===== src/chr_pkg.sv =====
`timescale 1ns / 1ps
package chr_pkg;

  localparam int RING_DEPTH = 64;
  localparam int IW         = $clog2(RING_DEPTH);
  localparam int CW         = $clog2(RING_DEPTH + 1);
  localparam int KEY_W      = 32;
  localparam int EP_W       = 48;
  localparam int RETRY_W    = 8;
  localparam int STEP_W     = $clog2(RETRY_W);
  localparam int CMD_W      = 3;
  localparam int STATUS_W   = 2;

  localparam logic [CMD_W-1:0] CMD_SELECT     = 3'd0;
  localparam logic [CMD_W-1:0] CMD_ADD        = 3'd1;
  localparam logic [CMD_W-1:0] CMD_REMOVE     = 3'd2;
  localparam logic [CMD_W-1:0] CMD_SET_DEAD   = 3'd3;
  localparam logic [CMD_W-1:0] CMD_SET_ALIVE  = 3'd4;
  localparam logic [CMD_W-1:0] CMD_CLEAR_DEAD = 3'd5;

  typedef enum logic [STATUS_W-1:0] {
    ST_OK      = 2'd0,
    ST_NONE    = 2'd1,
    ST_NOMATCH = 2'd2,
    ST_FULL    = 2'd3
  } status_t;

  typedef enum logic [2:0] {
    CELL_HOLD,
    CELL_INSERT,
    CELL_DELETE,
    CELL_MARK,
    CELL_CLEAR
  } cell_op_t;

  typedef struct packed {
    cell_op_t          op;
    logic [IW-1:0]     pos;
    logic [KEY_W-1:0]  key;
    logic [EP_W-1:0]   ep;
    logic              dead;
  } cell_ctl_t;

  typedef struct packed {
    logic [KEY_W-1:0]  key;
    logic [EP_W-1:0]   ep;
    logic              dead;
  } cell_data_t;

endpackage


===== src/chr_cell.sv =====
`timescale 1ns / 1ps
module chr_cell (
  input  logic                  clk,
  input  logic                  rst,
  input  logic [chr_pkg::IW-1:0] idx,
  input  chr_pkg::cell_ctl_t    ctl,
  input  chr_pkg::cell_data_t   prev,
  input  chr_pkg::cell_data_t   next,
  output chr_pkg::cell_data_t   data,
  output logic                  key_le,
  output logic                  key_eq,
  output logic                  ep_eq
);
  import chr_pkg::*;

  logic [KEY_W-1:0] ring_key;
  logic [EP_W-1:0]  ring_ep;
  logic             dead;

  assign data   = {ring_key, ring_ep, dead};
  assign key_le = ring_key <= ctl.key;
  assign key_eq = ring_key == ctl.key;
  assign ep_eq  = ring_ep == ctl.ep;

  always_ff @(posedge clk) begin
    case (ctl.op)
      CELL_INSERT: begin
        if (idx > ctl.pos) begin
          ring_key <= prev.key;
          ring_ep  <= prev.ep;
        end else if (idx == ctl.pos) begin
          ring_key <= ctl.key;
          ring_ep  <= ctl.ep;
        end
      end
      CELL_DELETE: begin
        if (idx >= ctl.pos) begin
          ring_key <= next.key;
          ring_ep  <= next.ep;
        end
      end
      default: ;
    endcase
  end

  always_ff @(posedge clk) begin
    if (rst) begin
      dead <= 1'b0;
    end else begin
      case (ctl.op)
        CELL_INSERT: begin
          if (idx > ctl.pos) dead <= prev.dead;
          else if (idx == ctl.pos) dead <= 1'b0;
        end
        CELL_DELETE: if (idx >= ctl.pos) dead <= next.dead;
        CELL_MARK:   if (idx == ctl.pos) dead <= ctl.dead;
        CELL_CLEAR:  dead <= 1'b0;
        default: ;
      endcase
    end
  end

endmodule


===== config.mk =====
export PLATFORM = sky130hd
export DESIGN_NAME = chr_cell
export DESIGN_NICKNAME = d
export VERILOG_FILES = /design/src/chr_pkg.sv /design/src/chr_cell.sv
export SDC_FILE = /design/constraint.sdc
export NUM_CORES = 1
export LEC_CHECK = 0
export BUFFER_PORTS_ARGS = -buffer_cell sky130_fd_sc_hd__buf_4
export CAP_MARGIN = 40
export CORE_AREA = 2 2 134 136
export DETAILED_ROUTE_END_ITERATION = 8
export DIE_AREA = 0 0 136 138
export GPL_TIMING_DRIVEN = 0
export PLACE_DENSITY_LB_ADDON = 0.25
export RECOVER_POWER = 25
export REMOVE_ABC_BUFFERS = 1
export SLEW_MARGIN = 20
export SYNTH_ARGS = -nofsm -noshare
export SYNTH_HDL_FRONTEND = slang
export SYNTH_SLANG_ARGS = --single-unit
export TNS_END_PERCENT = 30

===== constraint.sdc =====
create_clock -name clk -period 3.5 [get_ports clk]
set_clock_uncertainty 0.15 [all_clocks]
set_input_delay 0.175 -clock clk [delete_from_list [all_inputs] [get_ports clk]]
set_output_delay 0.175 -clock clk [all_outputs]
set_load 0.005 [all_outputs]

# After elaboration in Yosys (flattened, before gate mapping)
# Cells that the tools add are included.
# word_totals
ff_bits	81
in_bits	260
out_inout_bits	84
wordCells	33
# op_classes
n_lt_le_gt_ge	3
eq_ne	10
n_mux	13
reduce_logical	4
# op_table
operator	count
two-way mux 48 bit	3
two-way mux 32 bit	3
one-hot mux 48 bit (2 select lines)	1
one-hot mux 32 bit (2 select lines)	1
== test 48 bit	1
== test 32 bit	1
<= comparator 32 bit	1
== test 3 x 2 -> 1 bit, second input constant	2
== test 6 bit	1
greater-or-equal comparator 6 bit	1
greater-than comparator 6 bit	1
two-way mux 1 bit	4
inequality test 2 bit, second input constant	2
one-hot mux 1 bit (4 select lines)	1
AND reduction 4 bit	1
nonzero test 4 bit	1
== test 3 x 1 -> 1 bit, second input constant	1
== test 3 bit, second input constant	1
inequality test 3 bit, second input constant	1
AND reduction 3 bit	1
nonzero test 2 bit	1

# Depth between registers and ports, before layout
# depth
depth_word	4
mapped_depth	10
mapped_depth_nobuf	8

# Least setup slack after synthesis
# OpenSTA, ideal clock, no wires.
# synth_timing
path_kind	input to register
start	in ctl[84] in the netlist's numbering
end	reg ring_ep[0], enable pin
setup_time_ps	447
t_arrival_ps	2736
required_time_ps	2903
path_slack_ps	167
cell_stages	6
n_path_buf	0
cell_sequence	inv_1 -> ha_1 -> a21oi_1 -> o21a_1 -> o21ai_0 -> and2_1
# synth_between
elab_chain_len	3
elab_cells_between_ends	6
cone_classes	2 x order compare; 3 x eq/ne; 1 x reduce/logical
# synth_lines
item	line	text
start, declared	chr_cell.sv:6	input chr_pkg::cell_ctl_t ctl,
greater-than comparator 6 bit (tied with other cells)	chr_cell.sv:28	if (idx > ctl.pos) begin
inequality test 3 bit (no line) or inequality test 2 bit (tied branches)	--	
AND reduction 3 bit (no line) (*)	--	
end signal, assigned	chr_cell.sv:30	ring_ep <= prev.ep;
end signal, assigned	chr_cell.sv:33	ring_ep <= ctl.ep;
end signal, assigned	chr_cell.sv:39	ring_ep <= next.ep;
end, declared	chr_cell.sv:17	logic [EP_W-1:0] ring_ep;
# Every way passes the cells marked *; elsewhere a longest branch is shown, timed or not.
# A chain may end at the register's enable or synchronous reset.

# Worst setup path in the final report
# layout_timing
start	reg ring_key[31]
end	out key_le
# layout_between
elab_chain_len	1
# layout_lines
item	line	text
start, declared	chr_cell.sv:16	logic [KEY_W-1:0] ring_key;
start signal, assigned	chr_cell.sv:29	ring_key <= prev.key;
start signal, assigned	chr_cell.sv:32	ring_key <= ctl.key;
start signal, assigned	chr_cell.sv:38	ring_key <= next.key;
<= comparator 32 bit	chr_cell.sv:21	assign key_le = ring_key <= ctl.key;
end, declared	chr_cell.sv:10	output logic key_le,
# No other way between the ends.

==> impl_metrics.toml <==
[global_route]
grt_pass1_vias = 6016
grt_first_pass_wirelength_um = 29500
grtUsageTotal_pct = 20.0
grt_max_degree = 51
grt_antenna_before_repair = 0
grt-ovfl-total = 0

[synth]
syn-cell-area_mm2 = 0.00567
yosysWarnings = 0
synth_edf_count = 80
synth_common_cells = "nand2_1, edfxtp_1, mux2i_1"
synthFlopType = "edfxtp_1"
ys_types = 38
synth-seq-cells = 81
seq_area_frac_synth_pct = 42.7
synthCells = 598
synth_top_cell_by_area = "edfxtp_1"
yosysMostFrequentCell = "nand2_1"
postSynthAreaPerCell_um2 = 9.48
async_flop_share_pct = 0
synth_area_leaders = "edfxtp_1, mux2i_1, ha_1, xor2_1, nand2_1"
synth_top_area_share_pct = 42.4

[worst_setup_path]
critPathMaxFanout = 2
rrSetupSlack_ns = 2.77
crit_chain = "ha_1 -> nand4_1 -> or2_2 -> nor3_1 -> and3_1 -> o21bai_1 -> buf_4"
cp-start-kind = "register"
cp_slowest_cell = "edfxtp_1"
max_stage_delay_ns = 0.42
path_class = "reg2out"
crit_arrival_ns = 2.32
required_ns = 3.17
worst_setup_path_end_kind = "primary output"

[clock_network]
clk_pin_slew_ns = 0.07
clock-sinks = 81
tritoncts = "built"
cts_root_buf = "clkbuf_16"
clk_latency_ns = 0.33
cts_setup_buffers = 0
cts_buffers = 9
post_cts_resize_count = 0
htreeDepth = 3
cts_buffer_depth = 2

[run_status]
status = "complete, no violations"

[placed_design]
dp_hpwl_um = 14800
placed_area_mm2 = 0.00863
portBuffers = 343
gp_congestion = 0.793

[floorplan]
rows = 49
die_y_um = 138
core_region_area_mm2 = 0.0175
start_util_pct = 32.3
fp.dieW_um = 136
pin_count = 344
die-area_mm2 = 0.0188

[job]
maxCapViolCount = 0

[routing]
dr.first_iter.drc_count = 123
num_vias = 5876
drt-total-wl_um = 19000
top_layer_used = "met4"
wl_met3_um = 1670
vias_per_cell = 4.70
routedWlPerCell_um = 15.2
antenna_left = 0
first_pass_iters = 4
met1Wirelength_um = 7030
remaining_drc_errors = 0
met2WireLength_um = 9740

[timing]
timing_hold_violations_final = 0
slew-limit-headroom_pct = 50.7
rsz0062_at_grt = "no"
setup_viol = 0
period_minus_slack_ns = 2.65
finalCritPeriodShare_pct = 75.7
holdWs_ns = 0.0169
maxSlewViolCount = 0
fmax_mhz = 378
worst_pin_slew_ns = 0.739

[layout]
drive_gt1_share_pct = 35.2
n_antenna_cell = 0
layout.nets = 1314
area_growth_pct = 70.3
final_area_mm2 = 0.00966
fin_util_pct = 55.1

[min_path]
hp-class = "in2reg"

[pwr]
power.total_mw = 3.19
power.density_mw_per_mm2 = 330
p_leak_nw = 4.30
ir_drop_mv = 0.201
per-stage QoR:
| stage | instances | TNS, ns | setup WS, ns |
|---|---|---|---|
| after floorplan | 568 | -137.56 | -1.84 |
| after CTS | 1250 | 0 | 0.764 |
| final | 1250 | 0 | 0.852 |
| after global placement | 1140 | -436.72 | -4.94 |
| after global routing | 1250 | 0 | 0.710 |
| after detailed placement | 1154 | 0 | 0.617 |
state kept, by name (all words and copies together) (netlist names):
register and flops:
ring_ep 48, dead 1, ring_key 32
placed cells by master, fill, tap and decap left out, drive strengths merged, types with 3 or more instances in the layout:
| master | netlist | final |
|---|---|---|
| a21oi | 47 | 47 |
| nand4 | 11 | 11 |
| nor2b | 3 | 3 |
| nor2 | 37 | 37 |
| edfxtp | 80 | 80 |
| nor3 | 3 | 3 |
| ha | 38 | 38 |
| dlygate4sd3 | 0 | 80 |
| nor4 | 12 | 12 |
| a211oi | 5 | 5 |
| clkbuf | 13 | 70 |
| o21ai | 85 | 85 |
| buf | 17 | 296 |
| inv | 38 | 39 |
| xor2 | 48 | 48 |
| mux2i | 50 | 50 |
| clkinv | 0 | 3 |
| nand2 | 86 | 86 |
| a21o | 6 | 6 |
layout make-up:
class,instances,area [um^2]
fill,1609,7880
timing repair buffer,437,3570
multi-input combinational,449,2940
sequential,81,2420
tap,229,287
clock buffer,9,225
inverter,38,143
clock inverter,7,70.1
per-layer routing:
layer	track usage (%)	vias to the layer above
li1	-	2957
met1	20.7	2657
met2	36.8	228
met3	6.09	34
met4	8.11	0
met5	0	-
worst max-delay path, delay by kind of cell, from the launching register on:
| family | cells | cell delay (ns) |
|---|---|---|
| buffers and inverters | 1 | 0.14 |
| AO/OA/AOI/OAI | 1 | 0.13 |
| flip-flops | 1 | 0.42 |
| AND/OR/NAND/NOR | 4 | 0.99 |
| adder cells (fa/ha/maj) | 1 | 0.31 |
final timing paths:
path	from	to	depth (start not counted)
setup reg to reg	dead$_SDFFE_PP0P_	dead$_SDFFE_PP0P_	2
hold / removal	next[47]	ring_ep[46]$_DFFE_PP_	3
setup / recovery	ring_key[31]$_DFFE_PP_	key_le	7
hold reg to reg	dead$_SDFFE_PP0P_	dead$_SDFFE_PP0P_	2
power breakdown:
| part | internal, mW | switching (mW) | total [mW] |
|---|---|---|---|
| combinational | 0.565 | 0.418 | 0.983 |
| sequential | 1.19 | 0.0487 | 1.24 |
| clock | 0.553 | 0.419 | 0.972 |
cell families after synthesis:
kind of cell    after synthesis  synth area share (%)
xor+xnor                     49                  7.57
compound gates              150                  14.4
simple gates                162                  12.5
fa+ha+maj                    38                  8.38
flops                        81                  42.7
buf+inv                      68                  5.58
mux                          50                  8.82
repair_timing:
action	CTS	global route
hold buffers	80	0
endpoints found under the setup margin	0	0
endpoints found under the hold margin	80	0
No activity file was read; power rests on OpenSTA's default activity.
