$ cat config.mk
export PLATFORM = sky130hd
export DESIGN_NAME = chr_rmod
export DESIGN_NICKNAME = d
export VERILOG_FILES = /design/src/chr_pkg.sv /design/src/chr_rmod.sv
export SDC_FILE = /design/constraint.sdc
export NUM_CORES = 1
export LEC_CHECK = 0
export BUFFER_PORTS_ARGS = -buffer_cell sky130_fd_sc_hd__buf_2
export CAP_MARGIN = 20
export CORE_MARGIN = 3
export CORE_UTILIZATION = 40
export DETAILED_ROUTE_END_ITERATION = 8
export HOLD_SLACK_MARGIN = 0.03
export PLACE_DENSITY = 0.57
export RECOVER_POWER = 100
export SYNTH_ARGS = -nofsm -noshare
export SYNTH_HDL_FRONTEND = slang
export SYNTH_SLANG_ARGS = --single-unit
$ cat constraint.sdc
create_clock -name clk -period 2.8 [get_ports clk]
set_clock_uncertainty 0.1 [all_clocks]
set_input_delay 0.56 -clock clk [delete_from_list [all_inputs] [get_ports clk]]
set_output_delay 0.56 -clock clk [all_outputs]
set_load 0.01 [all_outputs]
$ cat src/chr_pkg.sv
`timescale 1ns / 1ps
package chr_pkg;

  localparam int RING_DEPTH = 64;
  localparam int IW         = $clog2(RING_DEPTH);
  localparam int CW         = $clog2(RING_DEPTH + 1);
  localparam int KEY_W      = 32;
  localparam int EP_W       = 48;
  localparam int RETRY_W    = 8;
  localparam int STEP_W     = $clog2(RETRY_W);
  localparam int CMD_W      = 3;
  localparam int STATUS_W   = 2;

  localparam logic [CMD_W-1:0] CMD_SELECT     = 3'd0;
  localparam logic [CMD_W-1:0] CMD_ADD        = 3'd1;
  localparam logic [CMD_W-1:0] CMD_REMOVE     = 3'd2;
  localparam logic [CMD_W-1:0] CMD_SET_DEAD   = 3'd3;
  localparam logic [CMD_W-1:0] CMD_SET_ALIVE  = 3'd4;
  localparam logic [CMD_W-1:0] CMD_CLEAR_DEAD = 3'd5;

  typedef enum logic [STATUS_W-1:0] {
    ST_OK      = 2'd0,
    ST_NONE    = 2'd1,
    ST_NOMATCH = 2'd2,
    ST_FULL    = 2'd3
  } status_t;

  typedef enum logic [2:0] {
    CELL_HOLD,
    CELL_INSERT,
    CELL_DELETE,
    CELL_MARK,
    CELL_CLEAR
  } cell_op_t;

  typedef struct packed {
    cell_op_t          op;
    logic [IW-1:0]     pos;
    logic [KEY_W-1:0]  key;
    logic [EP_W-1:0]   ep;
    logic              dead;
  } cell_ctl_t;

  typedef struct packed {
    logic [KEY_W-1:0]  key;
    logic [EP_W-1:0]   ep;
    logic              dead;
  } cell_data_t;

endpackage

$ cat src/chr_rmod.sv
`timescale 1ns / 1ps
module chr_rmod (
  input  logic                       clk,
  input  logic                       rst,
  input  logic                       start,
  input  logic [chr_pkg::RETRY_W-1:0] dividend,
  input  logic [chr_pkg::CW-1:0]      divisor,
  output logic                       done,
  output logic [chr_pkg::CW-1:0]      rem
);
  import chr_pkg::*;

  logic              busy;
  logic [STEP_W-1:0] step;
  logic [RETRY_W-1:0] shreg;
  logic [CW:0]       trial;

  assign trial = {rem, shreg[RETRY_W-1]};

  always_ff @(posedge clk) begin
    if (rst) begin
      busy <= 1'b0;
      done <= 1'b0;
      step <= '0;
    end else begin
      done <= 1'b0;
      if (start) begin
        busy  <= 1'b1;
        step  <= '0;
        shreg <= dividend;
        rem   <= '0;
      end else if (busy) begin
        if (trial >= {1'b0, divisor}) rem <= CW'(trial - {1'b0, divisor});
        else rem <= trial[CW-1:0];
        shreg <= {shreg[RETRY_W-2:0], 1'b0};
        step  <= step + 1'b1;
        if (step == STEP_W'(RETRY_W - 1)) begin
          busy <= 1'b0;
          done <= 1'b1;
        end
      end
    end
  end

endmodule

* Word level (Yosys, flattened, before mapping)
Index checks and enable logic that the tools add are counted.
** Word-level totals
- Flip-flop bits (word level) :: 20
- Input port bits :: 18
- Word-level logic and storage cells :: 23
** Cells by class
- $add $sub $neg :: 2
- $lt $le $gt $ge :: 1
- Equal/unequal tests :: 1
- Mux-type cells :: 8
- Bitwise operators :: 2
- Reduce and logical (&&, ||, !) cells :: 4
** Operator list (count)
- $mux W8 :: 2
- $mux W7 :: 2
- $ge A8 B7 Y1 :: 1
- $sub A7 B7 Y7 :: 1
- $mux W1 :: 4
- $add A3 B1 Y3 const B :: 1
- $eq A3 B3 Y1 const B :: 1
- $reduce_or A3 Y1 :: 1
- $not A1 Y1 :: 2
- $reduce_and A2 Y1 :: 1
- $reduce_bool A2 Y1 :: 1
- $reduce_or A2 Y1 :: 1

* Depth between registers and ports, before layout
- Word-level depth :: 4
- Mapped depth :: 9
- Mapped depth without buffers :: 9

* Least setup slack after synthesis
No wires, ideal clock.
- Path kind :: input -> register
- Start point :: input port divisor[0] (netlist bit)
- End point :: register rem[2] (netlist bit) (data pin)
- Arrival :: 1.973 ns
- Required time :: 2.428 ns
- Path slack :: 0.455 ns
- Cell stages on the path :: 8
- Path buffers :: 0
- Path through :: ha_1 > inv_1 > fa_1 > a21o_1 > a21oi_4 > a31oi_2 > nor3_1 > a211oi_2
** On the way
- Cells in the longest elaborated chain, start to end :: 3
- Elaborated cells on any way between the ends :: 4
- Those cells by class :: 1 x add/sub; 1 x order compare; 2 x mux
** RTL lines
- start, declared :: RTL line chr_rmod.sv:7 : input logic [chr_pkg::CW-1:0] divisor,
- $sub A7 B7 Y7 / $ge A8 B7 Y1 (equally long branches) :: RTL line chr_rmod.sv:33 : if (trial >= {1'b0, divisor}) rem <= CW'(trial - {1'b0, divisor});
- $mux W7 * :: RTL line chr_rmod.sv:33
- $mux W7 * :: RTL line chr_rmod.sv:32 : end else if (busy) begin
- end signal, assigned :: RTL line chr_rmod.sv:33
- end signal, assigned :: RTL line chr_rmod.sv:34 : else rem <= trial[CW-1:0];
- end, declared :: RTL line chr_rmod.sv:9 : output logic [chr_pkg::CW-1:0] rem
Every way passes the cells marked *; elsewhere a longest branch is shown, timed or not. The select of a mux whose other input is x is not followed.
A chain may end at the register's enable or synchronous reset.

* Final worst setup path
- Start point :: register shreg[7]
- End point :: register rem[0] (netlist bit) (data pin)
** On the way
- Cells in the longest elaborated chain, start to end :: 3
- Elaborated cells on any way between the ends :: 4
- Those cells by class :: 1 x add/sub; 1 x order compare; 2 x mux
** RTL lines
- start, declared :: RTL line chr_rmod.sv:15 : logic [RETRY_W-1:0] shreg;
- start signal, assigned :: RTL line chr_rmod.sv:30 : shreg <= dividend;
- start signal, assigned :: RTL line chr_rmod.sv:35 : shreg <= {shreg[RETRY_W-2:0], 1'b0};
- $sub A7 B7 Y7 / $ge A8 B7 Y1 (equally long branches) :: RTL line chr_rmod.sv:33
- $mux W7 * :: RTL line chr_rmod.sv:33
- $mux W7 * :: RTL line chr_rmod.sv:32
Marks and branches as above.

==> impl_metrics.yaml <==
global_routing:
  grt_max_degree: 22
  grt_first_pass_wirelength_mm: 3.657
  globalRouteOverflowTotal: 0
  grt_antenna_before_repair: 0
  first_global_vias: 834
  globalRouteTotalUtil_pct: 13.08
cells_and_area:
  non_filler_cells_final: 185
  antennaDiodeCount: 0
  layout-area-overhead-vs-synth_pct: 13.87
  finish.net_count: 172
  drive_gt1_share_pct: 22.38
synthesis:
  synth_cell_type_count: 36
  synthesis.yosys.warnings: 0
  number_of_synthesized_flops_with_an_enable_pin: 15
  synth_commonest_cells: "15 x sky130_fd_sc_hd__edfxtp_1, 10 x sky130_fd_sc_hd__inv_1, 9 x sky130_fd_sc_hd__ha_1"
  synth_area_leaders: "sky130_fd_sc_hd__edfxtp_1 36%, sky130_fd_sc_hd__ha_1 9.0%, sky130_fd_sc_hd__dfxtp_1 8.0%"
  synth.yosys.seq_area_share_pct: 43.91
  top_area_cell_type_share_of_the_netlist_area_pct: 35.93
  syn_area_per_cell_um2: 10.72
  syn_inst: 117
  synth_fp_nets: 145
  synth.ff_latch_count: 20
  post-synth-top-area-cell: "sky130_fd_sc_hd__edfxtp_1"
  post_synth_instance_area_mm2: 0.001254
  yosys.cell_count.top_type: "sky130_fd_sc_hd__edfxtp_1"
  synth_async_sr_flop_share_pct: 0
  postSynth.topFlopCell: "sky130_fd_sc_hd__edfxtp_1"
clocking:
  cts_num_sinks: 20
  post_cts_resize_count: 0
  holdBufCountCts: 0
  numCtsBuffers: 3
  clock_tree.root_cell: "sky130_fd_sc_hd__clkbuf_4"
  tritoncts: "yes"
  h_tree_lvls: 1
  cts.path.max_buffers: 2
  cts.reportedPaths.clkPinSlew_ps: 100
  cts_post_setup_buffers_inserted: 0
  clk_latency_ps: 290
setup_path:
  timing.critical_path.arrival_ps: 2380
  critPathKind: "reg2reg"
  crit_fanout: 7
  cp_slowest_stage_delay_ps: 420
  critical_path.most_common_cell: "sky130_fd_sc_hd__inv_1"
  timing.critical_path.cells: "inv_1, ha_1, inv_1, fa_1, a21o_1, a21oi_4, a31oi_1, nor3_1, a211oi_2"
  critical_path.endpoint_type: "flip-flop"
  worst-endpoint-required_ps: 2710
  critPathTopFamily: "compound AO/OA/AOI/OAI gates"
  critPathSlowestCell: "sky130_fd_sc_hd__edfxtp_1"
  worst-path-buf-inv: 2
  crit_path_start_kind: "flip-flop"
sta:
  final.setup.tns_ps: 0
  slew_limit_fails: 0
  post-route-min-period_ps: 2474
  timing.final.crit_share_pct: 88.34
  slew-limit-headroom_pct: 35.57
  timing.final.setup_violations: 0
  worst_pin_slew_ps: 966.4
  max_freq_mhz: 404.3
  grt_setup_unrepaired: "no"
  final-hold-violation-count: 0
power_and_ir_drop:
  fin_total_pwr_uw: 688.2
  leakagePower_uw: 0.0005616
  maximum_ir_drop_on_the_vdd_rail_mv: 0.3796
  power-per-cell-area_mw_per_mm2: 482.1
hold_path:
  min_path_type: "in2reg"
routing:
  wl_per_cell_um: 12.17
  drt-pass1-iter-count: 2
  highest_layer: "met4"
  detail_route.drc_violations: 0
  routed-wl-met3_um: 90
  detail_route.iter0.violations: 23
  wire_length_on_met1_mm: 1.144
  number_of_routed_nets_with_antenna_violations: 0
  drt-total-wl_mm: 2.251
  met2RoutedLength_mm: 1.006
  route.vias.total: 949
  routed_via_density: 5.130
die:
  pin_count: 26
  fp.dieW_um: 61.99
  initial_utilization_pct: 43.58
  die-area_mm2: 0.003842
  fp.dieH_um: 61.99
  rows: 19
  core_area_mm2: 0.002877
place:
  dpl.hpwl_mm: 1.788
  port-buffer-count: 25
  dp_cells: 181
  gpl.final_weighted_congestion: 0.7413
run:
  max_cap_violations: 0
outcome:
  run_status: "finished, final reports clean"
state kept, by name (all words and copies together) (netlist names):
register / flops
busy: 1
rem: 7
shreg: 8
step: 3
done: 1
where the power goes:
group          internal (µW)  leakage, µW  switching [µW]
logic                   91.0     0.000360             108
clock network           51.8    0.0000154            78.7
registers                345     0.000186            13.9
routing by layer:
layer  GRT usage, %  vias up
met5              0        -
met4          2.727        0
met3          4.339        2
met2          19.82       15
met1          18.23      448
li1               -      484
metrics by stage:
stage	setup WS, ps	hold WS [ps]	cell area (µm²)	util, %
2_1_floorplan	455.2	397.0	1254	-
3_5_place_dp	228.2	422.7	1426	49.59
4_1_cts	391.7	395.6	1453	50.50
3_3_place_gp	265.5	414.9	1426	49.59
5_1_grt	152.6	400.0	1428	49.63
6_report	326.4	405.4	1428	49.63
cells in the final DEF, fill, tap and decap left out, types with 2 or more instances in the layout:
cell type	count
sky130_fd_sc_hd__a211oi_2	2
sky130_fd_sc_hd__a21oi_1	7
sky130_fd_sc_hd__a31oi_1	3
sky130_fd_sc_hd__buf_2	16
sky130_fd_sc_hd__clkbuf_1	11
sky130_fd_sc_hd__clkbuf_4	3
sky130_fd_sc_hd__dfxtp_1	5
sky130_fd_sc_hd__edfxtp_1	15
sky130_fd_sc_hd__ha_1	9
sky130_fd_sc_hd__inv_1	10
sky130_fd_sc_hd__mux2_2	7
sky130_fd_sc_hd__mux2i_1	4
sky130_fd_sc_hd__nand2_1	2
sky130_fd_sc_hd__nand3_1	5
sky130_fd_sc_hd__nand3b_1	2
sky130_fd_sc_hd__nor2_1	5
sky130_fd_sc_hd__nor2b_1	2
sky130_fd_sc_hd__nor3_1	7
sky130_fd_sc_hd__nor3b_1	2
sky130_fd_sc_hd__o21a_1	2
sky130_fd_sc_hd__o21ai_0	5
sky130_fd_sc_hd__o22ai_1	2
sky130_fd_sc_hd__xnor2_1	3
kinds of logic (layout without fill, tap and decap cells):
kind of cell / after synthesis / count (layout) / synth area share (%)
compound gates: 27 / 27 / 16.07
flops: 20 / 20 / 43.91
simple gates: 31 / 31 / 13.27
xor+xnor: 3 / 3 / 2.096
mux: 11 / 11 / 9.482
fa+ha+maj: 10 / 10 / 10.58
buf+inv: 15 / 41 / 4.590
final cells by class:
class,count,area (µm²)
flip-flops and latches,20,550.5
well taps,42,52.55
fillers,286,1449
clock inverters,1,3.754
repair buffers,27,121.4
clock buffers,3,22.52
inverters,10,37.54
multi-input cells,82,639.4
worst reg2reg max path: cells and delay by family (launching register included):
family	cells	cell delay, ps
adder cells (fa/ha/maj)	2	550
buffers and inverters	2	140
AND/OR/NAND/NOR	1	290
AO/OA/AOI/OAI	4	700
flip-flops	1	420
path summary, 6_finish.rpt:
kind / start / end / slack [ps] / cells after the start
setup / recovery: shreg[7] / rem[0] / 330 / 9
hold / removal: rst / step[0] / 410 / 2
setup reg to reg: shreg[7] / rem[0] / 330 / 9
hold reg to reg: busy / done / 440 / 2
Power figures use the tool's default switching activity.
